[src/sv/dtd_pkg.sv]
// Shared types, constants and the month table for the date-time difference block.
// No dependencies; every other file refers to it by scoped names.
package dtd_pkg;

    localparam int YEAR_W   = 14;
    localparam int MONTH_W  = 4;
    localparam int DAY_W    = 5;
    localparam int HOUR_W   = 5;
    localparam int MIN_W    = 6;
    localparam int SEC_W    = 6;
    localparam int SPAN_D_W = 22;

    localparam int N_W      = 15;   // year + 399
    localparam int ORD_W    = 23;   // day ordinal
    localparam int SOD_W    = 17;   // seconds of day, out-of-range fields included
    localparam int DBM_W    = 9;

    localparam int YEAR_SHIFT    = 399;
    localparam int DAYS_PER_YEAR = 365;
    localparam int SECS_PER_DAY  = 86400;
    localparam int SECS_PER_HOUR = 3600;
    localparam int SECS_PER_MIN  = 60;
    localparam int CENTURY       = 100;
    localparam int MAX_DAYS      = 4194303;
    localparam int MAX_HOUR      = 23;
    localparam int MAX_MIN       = 59;

    // Reciprocal multipliers: x / 100 = (x * 5243) >> 19 for x < 2^15,
    // x / 3600 = (x * 298262) >> 30 for x < 86400,
    // x / 60 = (x * 17477) >> 20 for x < 3600.
    localparam int RECIP_100  = 5243;
    localparam int RECIP_3600 = 298262;
    localparam int RECIP_60   = 17477;

    typedef struct packed {
        logic [YEAR_W-1:0]  begin_year;
        logic [MONTH_W-1:0] begin_month;
        logic [DAY_W-1:0]   begin_day;
        logic [HOUR_W-1:0]  begin_hour;
        logic [MIN_W-1:0]   begin_minute;
        logic [SEC_W-1:0]   begin_second;
        logic [YEAR_W-1:0]  end_year;
        logic [MONTH_W-1:0] end_month;
        logic [DAY_W-1:0]   end_day;
        logic [HOUR_W-1:0]  end_hour;
        logic [MIN_W-1:0]   end_minute;
        logic [SEC_W-1:0]   end_second;
    } t_in_word;

    typedef struct packed {
        logic [SPAN_D_W-1:0] day_count;
        logic [HOUR_W-1:0]   span_hours;
        logic [MIN_W-1:0]    span_minutes;
        logic [SEC_W-1:0]    span_seconds;
        logic                in_order;
    } t_out_word;

    // One date after the first stage: shifted year, partial quotients and offsets.
    typedef struct packed {
        logic [YEAR_W-1:0] y;
        logic [N_W-1:0]    n;
        logic [12:0]       q4;
        logic [27:0]       p100;   // n * RECIP_100
        logic [25:0]       p400;   // (n / 4) * RECIP_100
        logic [26:0]       py;     // y * RECIP_100
        logic [DBM_W-1:0]  dbm;
        logic              late;   // month 3 or above
        logic [DAY_W-1:0]  d;
        logic [SOD_W-1:0]  secs;
    } t_date_a;

    function automatic logic [DBM_W-1:0] days_before_month(input logic [MONTH_W-1:0] m);
        logic [DBM_W-1:0] v;
        case (m)
            4'd0:    v = 9'd0;
            4'd1:    v = 9'd0;
            4'd2:    v = 9'd31;
            4'd3:    v = 9'd59;
            4'd4:    v = 9'd90;
            4'd5:    v = 9'd120;
            4'd6:    v = 9'd151;
            4'd7:    v = 9'd181;
            4'd8:    v = 9'd212;
            4'd9:    v = 9'd243;
            4'd10:   v = 9'd273;
            4'd11:   v = 9'd304;
            4'd12:   v = 9'd334;
            default: v = 9'd365;
        endcase
        return v;
    endfunction

endpackage

[src/sv/dtd_date_front.sv]
// First-stage logic for one date: shifted year, reciprocal products, month offset.
// Depends on dtd_pkg.
module dtd_date_front (
    input  logic [dtd_pkg::YEAR_W-1:0]  i_year,
    input  logic [dtd_pkg::MONTH_W-1:0] i_month,
    input  logic [dtd_pkg::DAY_W-1:0]   i_day,
    input  logic [dtd_pkg::HOUR_W-1:0]  i_hour,
    input  logic [dtd_pkg::MIN_W-1:0]   i_minute,
    input  logic [dtd_pkg::SEC_W-1:0]   i_second,
    output dtd_pkg::t_date_a            o_date
);

    logic [dtd_pkg::N_W-1:0] w_n;

    assign w_n = dtd_pkg::N_W'(i_year) + dtd_pkg::N_W'(dtd_pkg::YEAR_SHIFT);

    always_comb begin
        o_date.y    = i_year;
        o_date.n    = w_n;
        o_date.q4   = w_n[14:2];
        o_date.p100 = 28'(w_n) * 28'(dtd_pkg::RECIP_100);
        o_date.p400 = 26'(w_n[14:2]) * 26'(dtd_pkg::RECIP_100);
        o_date.py   = 27'(i_year) * 27'(dtd_pkg::RECIP_100);
        o_date.dbm  = dtd_pkg::days_before_month(i_month);
        o_date.late = (i_month >= 4'd3);
        o_date.d    = i_day;
        o_date.secs = dtd_pkg::SOD_W'(i_hour) * dtd_pkg::SOD_W'(dtd_pkg::SECS_PER_HOUR)
                    + dtd_pkg::SOD_W'(i_minute) * dtd_pkg::SOD_W'(dtd_pkg::SECS_PER_MIN)
                    + dtd_pkg::SOD_W'(i_second);
    end

endmodule

[src/sv/dtd_date_back.sv]
// Second-stage logic for one date: quotients, leap flag and the day ordinal.
// Depends on dtd_pkg.
module dtd_date_back (
    input  dtd_pkg::t_date_a            i_date,
    output logic [dtd_pkg::ORD_W-1:0]   o_ord
);

    logic [8:0] w_q100;
    logic [6:0] w_q400;
    logic [7:0] w_qy;
    logic       w_cent;
    logic       w_leap;

    assign w_q100 = i_date.p100[27:19];
    assign w_q400 = i_date.p400[25:19];
    assign w_qy   = i_date.py[26:19];

    // century year when y equals its own quotient times 100
    assign w_cent = (i_date.y == 14'(w_qy) * 14'(dtd_pkg::CENTURY));
    assign w_leap = w_cent ? (w_qy[1:0] == 2'd0) : (i_date.y[1:0] == 2'd0);

    assign o_ord = dtd_pkg::ORD_W'(i_date.n) * dtd_pkg::ORD_W'(dtd_pkg::DAYS_PER_YEAR)
                 + dtd_pkg::ORD_W'(i_date.q4)
                 - dtd_pkg::ORD_W'(w_q100)
                 + dtd_pkg::ORD_W'(w_q400)
                 + dtd_pkg::ORD_W'(i_date.dbm)
                 + dtd_pkg::ORD_W'(i_date.late & w_leap)
                 + dtd_pkg::ORD_W'(i_date.d);

endmodule

[src/sv/datetime_difference.sv]
// Top level of the date-time difference pipeline.
// Depends on dtd_pkg, dtd_date_front and dtd_date_back.
//   Input channel : i_in_valid / o_in_stall, word i_in_word (begin and end
//                   date-time). A word is taken on a rising edge with valid
//                   high and stall low.
//   Output channel: o_out_valid / i_out_stall, word o_out_word (days, hours,
//                   minutes, seconds of the span and the in_order flag).
//   Stages        : six register stages: A front products, B ordinals and
//                   second split, C day span and hour product, D hour
//                   remainder, E minute product, F output register.
//   Throughput    : one word per cycle while the output is not stalled;
//                   each stage holds one word.
//   Stall         : each stage moves when it is empty or the stage after it
//                   moves, so bubbles are squeezed out. The input sees stall
//                   only when all six stages hold a word and the output is
//                   stalled. Nothing is dropped or repeated.
//   Reset         : i_rst_n low on a rising edge empties every stage; the
//                   output is not valid on the next cycle.
// Begin later than end: zero span, in_order low; long spans saturate.
module datetime_difference (
    input  logic               i_clk,
    input  logic               i_rst_n,
    input  logic               i_in_valid,
    output logic               o_in_stall,
    input  dtd_pkg::t_in_word  i_in_word,
    output logic               o_out_valid,
    input  logic               i_out_stall,
    output dtd_pkg::t_out_word o_out_word
);

    localparam int NSTG = 6;

    // ---- stage handshake ----
    logic [NSTG-1:0] r_vld;
    logic [NSTG-1:0] w_en;

    always_comb begin
        w_en[NSTG-1] = !r_vld[NSTG-1] || !i_out_stall;
        for (int k = NSTG - 2; k >= 0; k--) begin
            w_en[k] = !r_vld[k] || w_en[k+1];
        end
    end

    assign o_in_stall  = !w_en[0];
    assign o_out_valid = r_vld[NSTG-1];

    always_ff @(posedge i_clk) begin
        if (!i_rst_n) begin
            r_vld <= '0;
        end else begin
            if (w_en[0]) begin
                r_vld[0] <= i_in_valid;
            end
            for (int k = 1; k < NSTG; k++) begin
                if (w_en[k]) begin
                    r_vld[k] <= r_vld[k-1];
                end
            end
        end
    end

    // ---- stage A: per-date products, order compare ----
    dtd_pkg::t_date_a n_a_beg, n_a_end;
    logic             n_a_ord;

    dtd_date_front u_front_beg (
        .i_year   (i_in_word.begin_year),
        .i_month  (i_in_word.begin_month),
        .i_day    (i_in_word.begin_day),
        .i_hour   (i_in_word.begin_hour),
        .i_minute (i_in_word.begin_minute),
        .i_second (i_in_word.begin_second),
        .o_date   (n_a_beg)
    );

    dtd_date_front u_front_end (
        .i_year   (i_in_word.end_year),
        .i_month  (i_in_word.end_month),
        .i_day    (i_in_word.end_day),
        .i_hour   (i_in_word.end_hour),
        .i_minute (i_in_word.end_minute),
        .i_second (i_in_word.end_second),
        .o_date   (n_a_end)
    );

    // field-by-field order is the unsigned order of the concatenation
    assign n_a_ord = !({i_in_word.begin_year, i_in_word.begin_month, i_in_word.begin_day,
                        i_in_word.begin_hour, i_in_word.begin_minute,
                        i_in_word.begin_second}
                     > {i_in_word.end_year, i_in_word.end_month, i_in_word.end_day,
                        i_in_word.end_hour, i_in_word.end_minute, i_in_word.end_second});

    dtd_pkg::t_date_a r_a_beg, r_a_end;
    logic             r_a_ord;

    always_ff @(posedge i_clk) begin
        if (w_en[0]) begin
            r_a_beg <= n_a_beg;
            r_a_end <= n_a_end;
            r_a_ord <= n_a_ord;
        end
    end

    // ---- stage B: ordinals, split of the second difference into days ----
    localparam logic signed [18:0] DAY_S = 19'(dtd_pkg::SECS_PER_DAY);

    logic [dtd_pkg::ORD_W-1:0] n_b_ob, n_b_oe;
    logic signed [18:0]        w_sdiff;
    logic signed [1:0]         n_b_q;
    logic [dtd_pkg::SOD_W-1:0] n_b_rem;

    dtd_date_back u_back_beg (.i_date(r_a_beg), .o_ord(n_b_ob));
    dtd_date_back u_back_end (.i_date(r_a_end), .o_ord(n_b_oe));

    assign w_sdiff = $signed(19'(r_a_end.secs)) - $signed(19'(r_a_beg.secs));

    // floor division by one day; the difference stays above minus two days
    always_comb begin
        if (w_sdiff >= DAY_S) begin
            n_b_q   = 2'sd1;
            n_b_rem = dtd_pkg::SOD_W'(w_sdiff - DAY_S);
        end else if (w_sdiff >= 19'sd0) begin
            n_b_q   = 2'sd0;
            n_b_rem = dtd_pkg::SOD_W'(w_sdiff);
        end else if (w_sdiff >= -DAY_S) begin
            n_b_q   = -2'sd1;
            n_b_rem = dtd_pkg::SOD_W'(w_sdiff + DAY_S);
        end else begin
            n_b_q   = -2'sd2;
            n_b_rem = dtd_pkg::SOD_W'(w_sdiff + DAY_S + DAY_S);
        end
    end

    logic [dtd_pkg::ORD_W-1:0] r_b_ob, r_b_oe;
    logic signed [1:0]         r_b_q;
    logic [dtd_pkg::SOD_W-1:0] r_b_rem;
    logic                      r_b_ord;

    always_ff @(posedge i_clk) begin
        if (w_en[1]) begin
            r_b_ob  <= n_b_ob;
            r_b_oe  <= n_b_oe;
            r_b_q   <= n_b_q;
            r_b_rem <= n_b_rem;
            r_b_ord <= r_a_ord;
        end
    end

    // ---- stage C: whole days, zero / saturate flags, hour product ----
    logic signed [24:0] w_days;
    logic               n_c_zero;
    logic               n_c_sat;

    assign w_days = $signed({2'b00, r_b_oe}) - $signed({2'b00, r_b_ob}) + 25'(r_b_q);
    assign n_c_zero = !r_b_ord || (w_days < 25'sd0)
                    || ((w_days == 25'sd0) && (r_b_rem == '0));
    assign n_c_sat  = w_days > 25'(dtd_pkg::MAX_DAYS);

    logic [dtd_pkg::SPAN_D_W-1:0] r_c_days;
    logic [dtd_pkg::SOD_W-1:0]    r_c_rem;
    logic [35:0]                  r_c_ph;
    logic                         r_c_zero, r_c_sat, r_c_ord;

    always_ff @(posedge i_clk) begin
        if (w_en[2]) begin
            r_c_days <= w_days[dtd_pkg::SPAN_D_W-1:0];
            r_c_rem  <= r_b_rem;
            r_c_ph   <= 36'(r_b_rem) * 36'(dtd_pkg::RECIP_3600);
            r_c_zero <= n_c_zero;
            r_c_sat  <= n_c_sat;
            r_c_ord  <= r_b_ord;
        end
    end

    // ---- stage D: hours and the seconds left within the hour ----
    logic [dtd_pkg::HOUR_W-1:0] w_d_h;
    logic [11:0]                n_d_r2;

    assign w_d_h  = r_c_ph[34:30];
    assign n_d_r2 = 12'(r_c_rem - dtd_pkg::SOD_W'(w_d_h)
                              * dtd_pkg::SOD_W'(dtd_pkg::SECS_PER_HOUR));

    logic [dtd_pkg::SPAN_D_W-1:0] r_d_days;
    logic [dtd_pkg::HOUR_W-1:0]   r_d_h;
    logic [11:0]                  r_d_r2;
    logic                         r_d_zero, r_d_sat, r_d_ord;

    always_ff @(posedge i_clk) begin
        if (w_en[3]) begin
            r_d_days <= r_c_days;
            r_d_h    <= w_d_h;
            r_d_r2   <= n_d_r2;
            r_d_zero <= r_c_zero;
            r_d_sat  <= r_c_sat;
            r_d_ord  <= r_c_ord;
        end
    end

    // ---- stage E: minute product ----
    logic [dtd_pkg::SPAN_D_W-1:0] r_e_days;
    logic [dtd_pkg::HOUR_W-1:0]   r_e_h;
    logic [11:0]                  r_e_r2;
    logic [26:0]                  r_e_pm;
    logic                         r_e_zero, r_e_sat, r_e_ord;

    always_ff @(posedge i_clk) begin
        if (w_en[4]) begin
            r_e_days <= r_d_days;
            r_e_h    <= r_d_h;
            r_e_r2   <= r_d_r2;
            r_e_pm   <= 27'(r_d_r2) * 27'(dtd_pkg::RECIP_60);
            r_e_zero <= r_d_zero;
            r_e_sat  <= r_d_sat;
            r_e_ord  <= r_d_ord;
        end
    end

    // ---- stage F: minutes, seconds, final select into the output register ----
    logic [dtd_pkg::MIN_W-1:0] w_f_mi;
    logic [dtd_pkg::SEC_W-1:0] w_f_s;
    dtd_pkg::t_out_word        n_f_word;

    assign w_f_mi = r_e_pm[25:20];
    assign w_f_s  = dtd_pkg::SEC_W'(r_e_r2 - 12'(w_f_mi) * 12'(dtd_pkg::SECS_PER_MIN));

    always_comb begin
        n_f_word.in_order = r_e_ord;
        if (r_e_zero) begin
            n_f_word.day_count    = '0;
            n_f_word.span_hours   = '0;
            n_f_word.span_minutes = '0;
            n_f_word.span_seconds = '0;
        end else if (r_e_sat) begin
            n_f_word.day_count    = dtd_pkg::SPAN_D_W'(dtd_pkg::MAX_DAYS);
            n_f_word.span_hours   = dtd_pkg::HOUR_W'(dtd_pkg::MAX_HOUR);
            n_f_word.span_minutes = dtd_pkg::MIN_W'(dtd_pkg::MAX_MIN);
            n_f_word.span_seconds = dtd_pkg::SEC_W'(dtd_pkg::MAX_MIN);
        end else begin
            n_f_word.day_count    = r_e_days;
            n_f_word.span_hours   = r_e_h;
            n_f_word.span_minutes = w_f_mi;
            n_f_word.span_seconds = w_f_s;
        end
    end

    dtd_pkg::t_out_word r_f_word;

    always_ff @(posedge i_clk) begin
        if (w_en[5]) begin
            r_f_word <= n_f_word;
        end
    end

    assign o_out_word = r_f_word;

`ifndef SYNTHESIS
    // reset empties the output stage
    a_rst_empty: assert property (@(posedge i_clk) !i_rst_n |=> !o_out_valid)
        else $error("output valid right after reset");

    // input is held off only when every stage is occupied
    a_stall_full: assert property (@(posedge i_clk) disable iff (!i_rst_n)
        o_in_stall |-> (&r_vld))
        else $error("input stalled with a bubble in the pipeline");

    // reciprocal splits keep the time fields in range
    a_hms_range: assert property (@(posedge i_clk) disable iff (!i_rst_n)
        o_out_valid |-> (o_out_word.span_hours <= 5'd23)
                     && (o_out_word.span_minutes <= 6'd59)
                     && (o_out_word.span_seconds <= 6'd59))
        else $error("span time field out of range");

    // out-of-order words carry a zero day count
    a_rev_zero: assert property (@(posedge i_clk) disable iff (!i_rst_n)
        (o_out_valid && !o_out_word.in_order) |-> (o_out_word.day_count == '0))
        else $error("nonzero span on reversed input");
`endif

endmodule
[config.mk]
export PLATFORM = sky130hd
export DESIGN_NAME = datetime_difference
export DESIGN_NICKNAME = d
export VERILOG_FILES = /design/src/sv/dtd_pkg.sv /design/src/sv/dtd_date_front.sv /design/src/sv/dtd_date_back.sv /design/src/sv/datetime_difference.sv
export SDC_FILE = /design/constraint.sdc
export NUM_CORES = 2
export LEC_CHECK = 0
export ABC_CLOCK_PERIOD_IN_PS = 29700
export BUFFER_PORTS_ARGS = -buffer_cell sky130_fd_sc_hd__buf_2
export CAP_MARGIN = 0
export CORE_MARGIN = 5
export CORE_UTILIZATION = 40
export DETAILED_ROUTE_END_ITERATION = 10
export HOLD_SLACK_MARGIN = 0.12
export PLACE_DENSITY = 0.61
export SLEW_MARGIN = 20
export SYNTH_ARGS = -nofsm -noshare
export SYNTH_HDL_FRONTEND = slang
export SYNTH_HIERARCHICAL = 1
export SYNTH_SLANG_ARGS = --single-unit
[constraint.sdc]
create_clock -name i_clk -period 29.7 [get_ports i_clk]
set_input_delay 5.94 -clock i_clk [delete_from_list [all_inputs] [get_ports i_clk]]
set_output_delay 5.94 -clock i_clk [all_outputs]
set_load 0.02 [all_outputs]
After elaboration in Yosys (flattened, before gate mapping) --
Memory sizes are Yosys's and may differ from the RTL's. A register that Yosys moved wholly into a read port is not among the register bits. Cells that the tools add are included.
Cells by class: add/subtract/negate cells 26, multipliers 18, order comparisons 8, equality and inequality tests 2, mux-type cells 8, bitwise operators 2, reduce and logical (&&, ||, !) cells 27
Operators with widths (count):
- $mul A15 B13 Y28 const B | 2
- $mul A14 B13 Y27 const B | 2
- $mul A13 B13 Y26 const B | 2
- $mux W17 | 3
- $add A23 B13 Y23 | 2
- $add A23 B23 Y23 | 2
- $add A23 B5 Y23 | 2
- $add A23 B7 Y23 | 2
- $add A23 B9 Y23 | 2
- $mul A15 B9 Y23 const B | 2
- $sub A23 B9 Y23 | 2
- $gt A40 B40 Y1 | 1
- $mux W39 | 1
- $ge A18 B18 Y1 const B | 2
- $add A17 B12 Y17 | 2
- $add A17 B17 Y17 const B | 2
- $add A17 B6 Y17 | 2
- $mul A17 B18 Y34 const B | 1
- $add A14 B9 Y15 const B | 2
- $eq A14 B14 Y1 | 2
- $mul A12 B15 Y26 const B | 1
- $mul A5 B8 Y13 const B | 2
- $add A24 B2 Y25 | 1
- $gt A25 B23 Y1 const B | 1
- 21 further kinds | 48
Word-level totals: flip-flop bits (word level) 580, ROM bits 288, input bits 84, output and inout port bits 42, logic and storage cells 151, memories 2
Memories:
- (name not given) | words 16, bits a word 9, read ports 1, clocked after memory_dff 1, wr ports 0, line dtd_pkg.sv:74 | case (m)
- (name not given) | words 16, bits a word 9, read ports 1, clocked after memory_dff 1, wr ports 0, line dtd_pkg.sv:74

Logic depth before layout (Yosys ltp) --
word-level depth 8, gate-level depth with buffers 30, gate-level depth less buffers 30

Hierarchy --
The synthesis kept the hierarchy.
Modules (own cells, without submodules):
- datetime_difference | times used 1, cells each 2002, area an instance 27944.3 um2, seq. area each 16425.8 um2
- dtd_date_front at u_front_beg | times used 1, cells each 1355, area an instance 12025.3 um2, seq. area each 0.0 um2
- dtd_date_front at u_front_end | times used 1, cells each 1322, area an instance 11703.7 um2, seq. area each 0.0 um2
- dtd_date_back | times used 2, cells each 550, area an instance 5373.9 um2, seq. area each 0.0 um2

Least setup slack after synthesis --
OpenSTA, ideal clock, no wires.
path kind input to output, start input port i_out_stall, end output port o_in_stall, arrival time 15899 ps, data required time 23760 ps, slack 7861 ps, cell stages on the path 4, path buffers 0, cells stage by stage and3_1 and3_1 nand3_1 inv_1
On the way: cells in the longest elaborated chain, start to end 8
Ends and longest elaborated chain:
- start: declaration | line datetime_difference.sv:27 | input logic i_out_stall,
- $logic_not A1 Y1 | line datetime_difference.sv:38 | w_en[NSTG-1] = !r_vld[NSTG-1] || !i_out_stall;
- $logic_or A1 B1 Y1 | line datetime_difference.sv:38
- $logic_or A1 B1 Y1 (5 in series) | line datetime_difference.sv:40 | w_en[k] = !r_vld[k] || w_en[k+1];
- $logic_not A1 Y1 | line datetime_difference.sv:44 | assign o_in_stall = !w_en[0];
- end: declaration | line datetime_difference.sv:24 | output logic o_in_stall,
No other way between the ends.

Worst setup path after layout --
Ends and elaborated chain as after synthesis.

==> impl_metrics.json <==
{
  "status": "complete, no violations",
  "grt_pass1_wl_um": 201000,
  "synthesis.area_mm2": 0.0576,
  "grt.overflow.total": 0,
  "maxCapViolCount": 0,
  "fp.dieH_um": 390,
  "min_period_ns": 13.21,
  "syn_avg_cell_area_um2": 10.5,
  "clk_path_buf_depth": 3,
  "wl_um": 122000,
  "fill_cells": 13600,
  "synthCells": 5466,
  "cts_buffers": 51,
  "min_path_cells": 0,
  "ioPinCount": 126,
  "required_ns": 23.76,
  "port_buffers": 125,
  "clock-sinks": 435,
  "cts_tree": "yes",
  "die_area_mm2": 0.152,
  "worst_slack_ns": 16.49,
  "place_congestion": 0.878,
  "layout_commonest_cell": "inv_1",
  "finalCritPeriodShare_pct": 44.5,
  "track_usage_pct": 16.3,
  "dp_cells": 7393,
  "dpl_worst_slack_ns": 16.45,
  "vias_per_cell": 4.91,
  "clock_insertion_delay_worst_skew_ns": 0.62,
  "max_freq_mhz": 75.7,
  "fp-row-count": 139,
  "ctsHtreeMaxLevel": 2,
  "cts_setup_buffers": 0,
  "mostFrequentLayoutCells": "1,269 x inv_1, 1,230 x ha_1, 615 x fa_1, 429 x edfxtp_1, 246 x a21oi_1",
  "fp.dieW_um": 390,
  "grt_setup_unrepaired": "no",
  "slew_violations": 0,
  "end_kind": "primary output",
  "antenna_left": 0,
  "core-area_mm2": 0.143,
  "start_kind": "input port",
  "routedWlPerCell_um": 16.3,
  "cp.depth": 6,
  "finalSetupTns_ns": 0,
  "nets": 7472,
  "stdcell_count": 7495,
  "max_slew_margin_pct": 30.0,
  "grt_pass1_vias": 38300,
  "crit_chain": "buf_2, and3_1, and3_1, nand3_4, inv_1, buf_2",
  "crit_type": "input port to primary output",
  "path_delay_family": "simple AND/OR/NAND/NOR gates",
  "crit_fanout": 15,
  "hold_class": "register to register",
  "initial_utilization_pct": 40.2,
  "cts-root-buf": "clkbuf_16",
  "hold_viol": 0,
  "arrival_ns": 7.27,
  "path_buf_inv": 3,
  "whs_ns": 0.405,
  "firstDrtPassIters": 5,
  "hold_buffers": 0,
  "worst_pin_slew_ns": 1.04,
  "antenna_found_initial": 21,
  "fin_worst_skew_ns": 0.0339,
  "drtIter0Drc": 1705,
  "post_cts_resized": 0,
  "finalSetupViolCount": 0,
  "synth_nets": 7395,
  "grt_max_degree": 128,
  "critPathSlowestCell": "and3_1",
  "syn_to_final_growth_pct": 7.54,
  "rr_worst_depth": 27,
  "drc": 0,
  "num_vias": 36800,
  "yosysWarnings": 6,
  "path_clk_slew_ns": 0.06,
  "cpPeakStageDelay_ns": 0.37,
  "drive_gt1_share_pct": 5.09,
  "hpwl_um": 105000
}
[registers in the layout, indices dropped and copies added, names as in the netlist, 6 cells and up]
signal and cells:
r_b_ob 23, r_e_pm 6, r_d_days 22, r_e_days 22, r_vld 6, r_c_rem 12, o_out_word 40, r_d_r2 12
r_c_days 22, r_e_r2 6, r_a_beg 98, r_a_end 98, r_b_rem 17, r_b_oe 23
[metal layers]
metal | track usage, % | up-vias | wire length (µm)
li1 | - | 18200 | -
met1 | 22.4 | 17900 | 56900
met2 | 27.4 | 538 | 57300
met3 | 2.01 | 148 | 4520
met4 | 4.43 | 4 | 3440
met5 | 0 | - | 22
[worst reg2reg max path, delay by kind of cell (launching register included)]
| kind | cells | cell delay (ns) |
|---|---|---|
| and+or+nand+nor | 4 | 1.04 |
| xor gates and xnor gates | 1 | 0.09 |
| DFF | 1 | 0.48 |
| adders and majority gates | 11 | 4.23 |
| buffers and inverters | 4 | 0.21 |
| AOI/OAI and AO/OA | 7 | 1.68 |
[final cells by class]
cell class,count,area (µm²),share of cell area [%]
clock inverter,37,541,0.872
sequential,435,13000,21.0
multi-input combinational,3639,39200,63.2
inverter,1271,4770,7.70
antenna,9,22.5,0.0363
clock buffer,56,1290,2.09
timing repair buffer,145,796,1.28
tap,1903,2380,3.84
[path summary, 6_finish.rpt]
| check | from | slack (ns) | endpoint |
|---|---|---|---|
| hold reg to reg | r_c_days[4]$_DFFE_PP_ | 0.41 | r_d_days[4]$_DFFE_PP_ |
| hold / removal | r_c_days[4]$_DFFE_PP_ | 0.41 | r_d_days[4]$_DFFE_PP_ |
| setup / recovery | i_out_stall | 16.49 | o_in_stall |
| setup reg to reg | r_a_end[53]$_DFFE_PN_ | 21.69 | r_b_oe[22]$_DFFE_PP_ |
[per-stage QoR]
stage / util [%] / cell area, µm²
6_report: 43.2 / 62000
5_1_grt: 43.2 / 62000
4_1_cts: 43.2 / 62000
3_5_place_dp: 41.9 / 60100
3_3_place_gp: 41.9 / 60100
2_1_floorplan: - / 57600
Power is not shown: default switching activity piles up to over one toggle a cycle in this logic, so the estimate is an artifact.
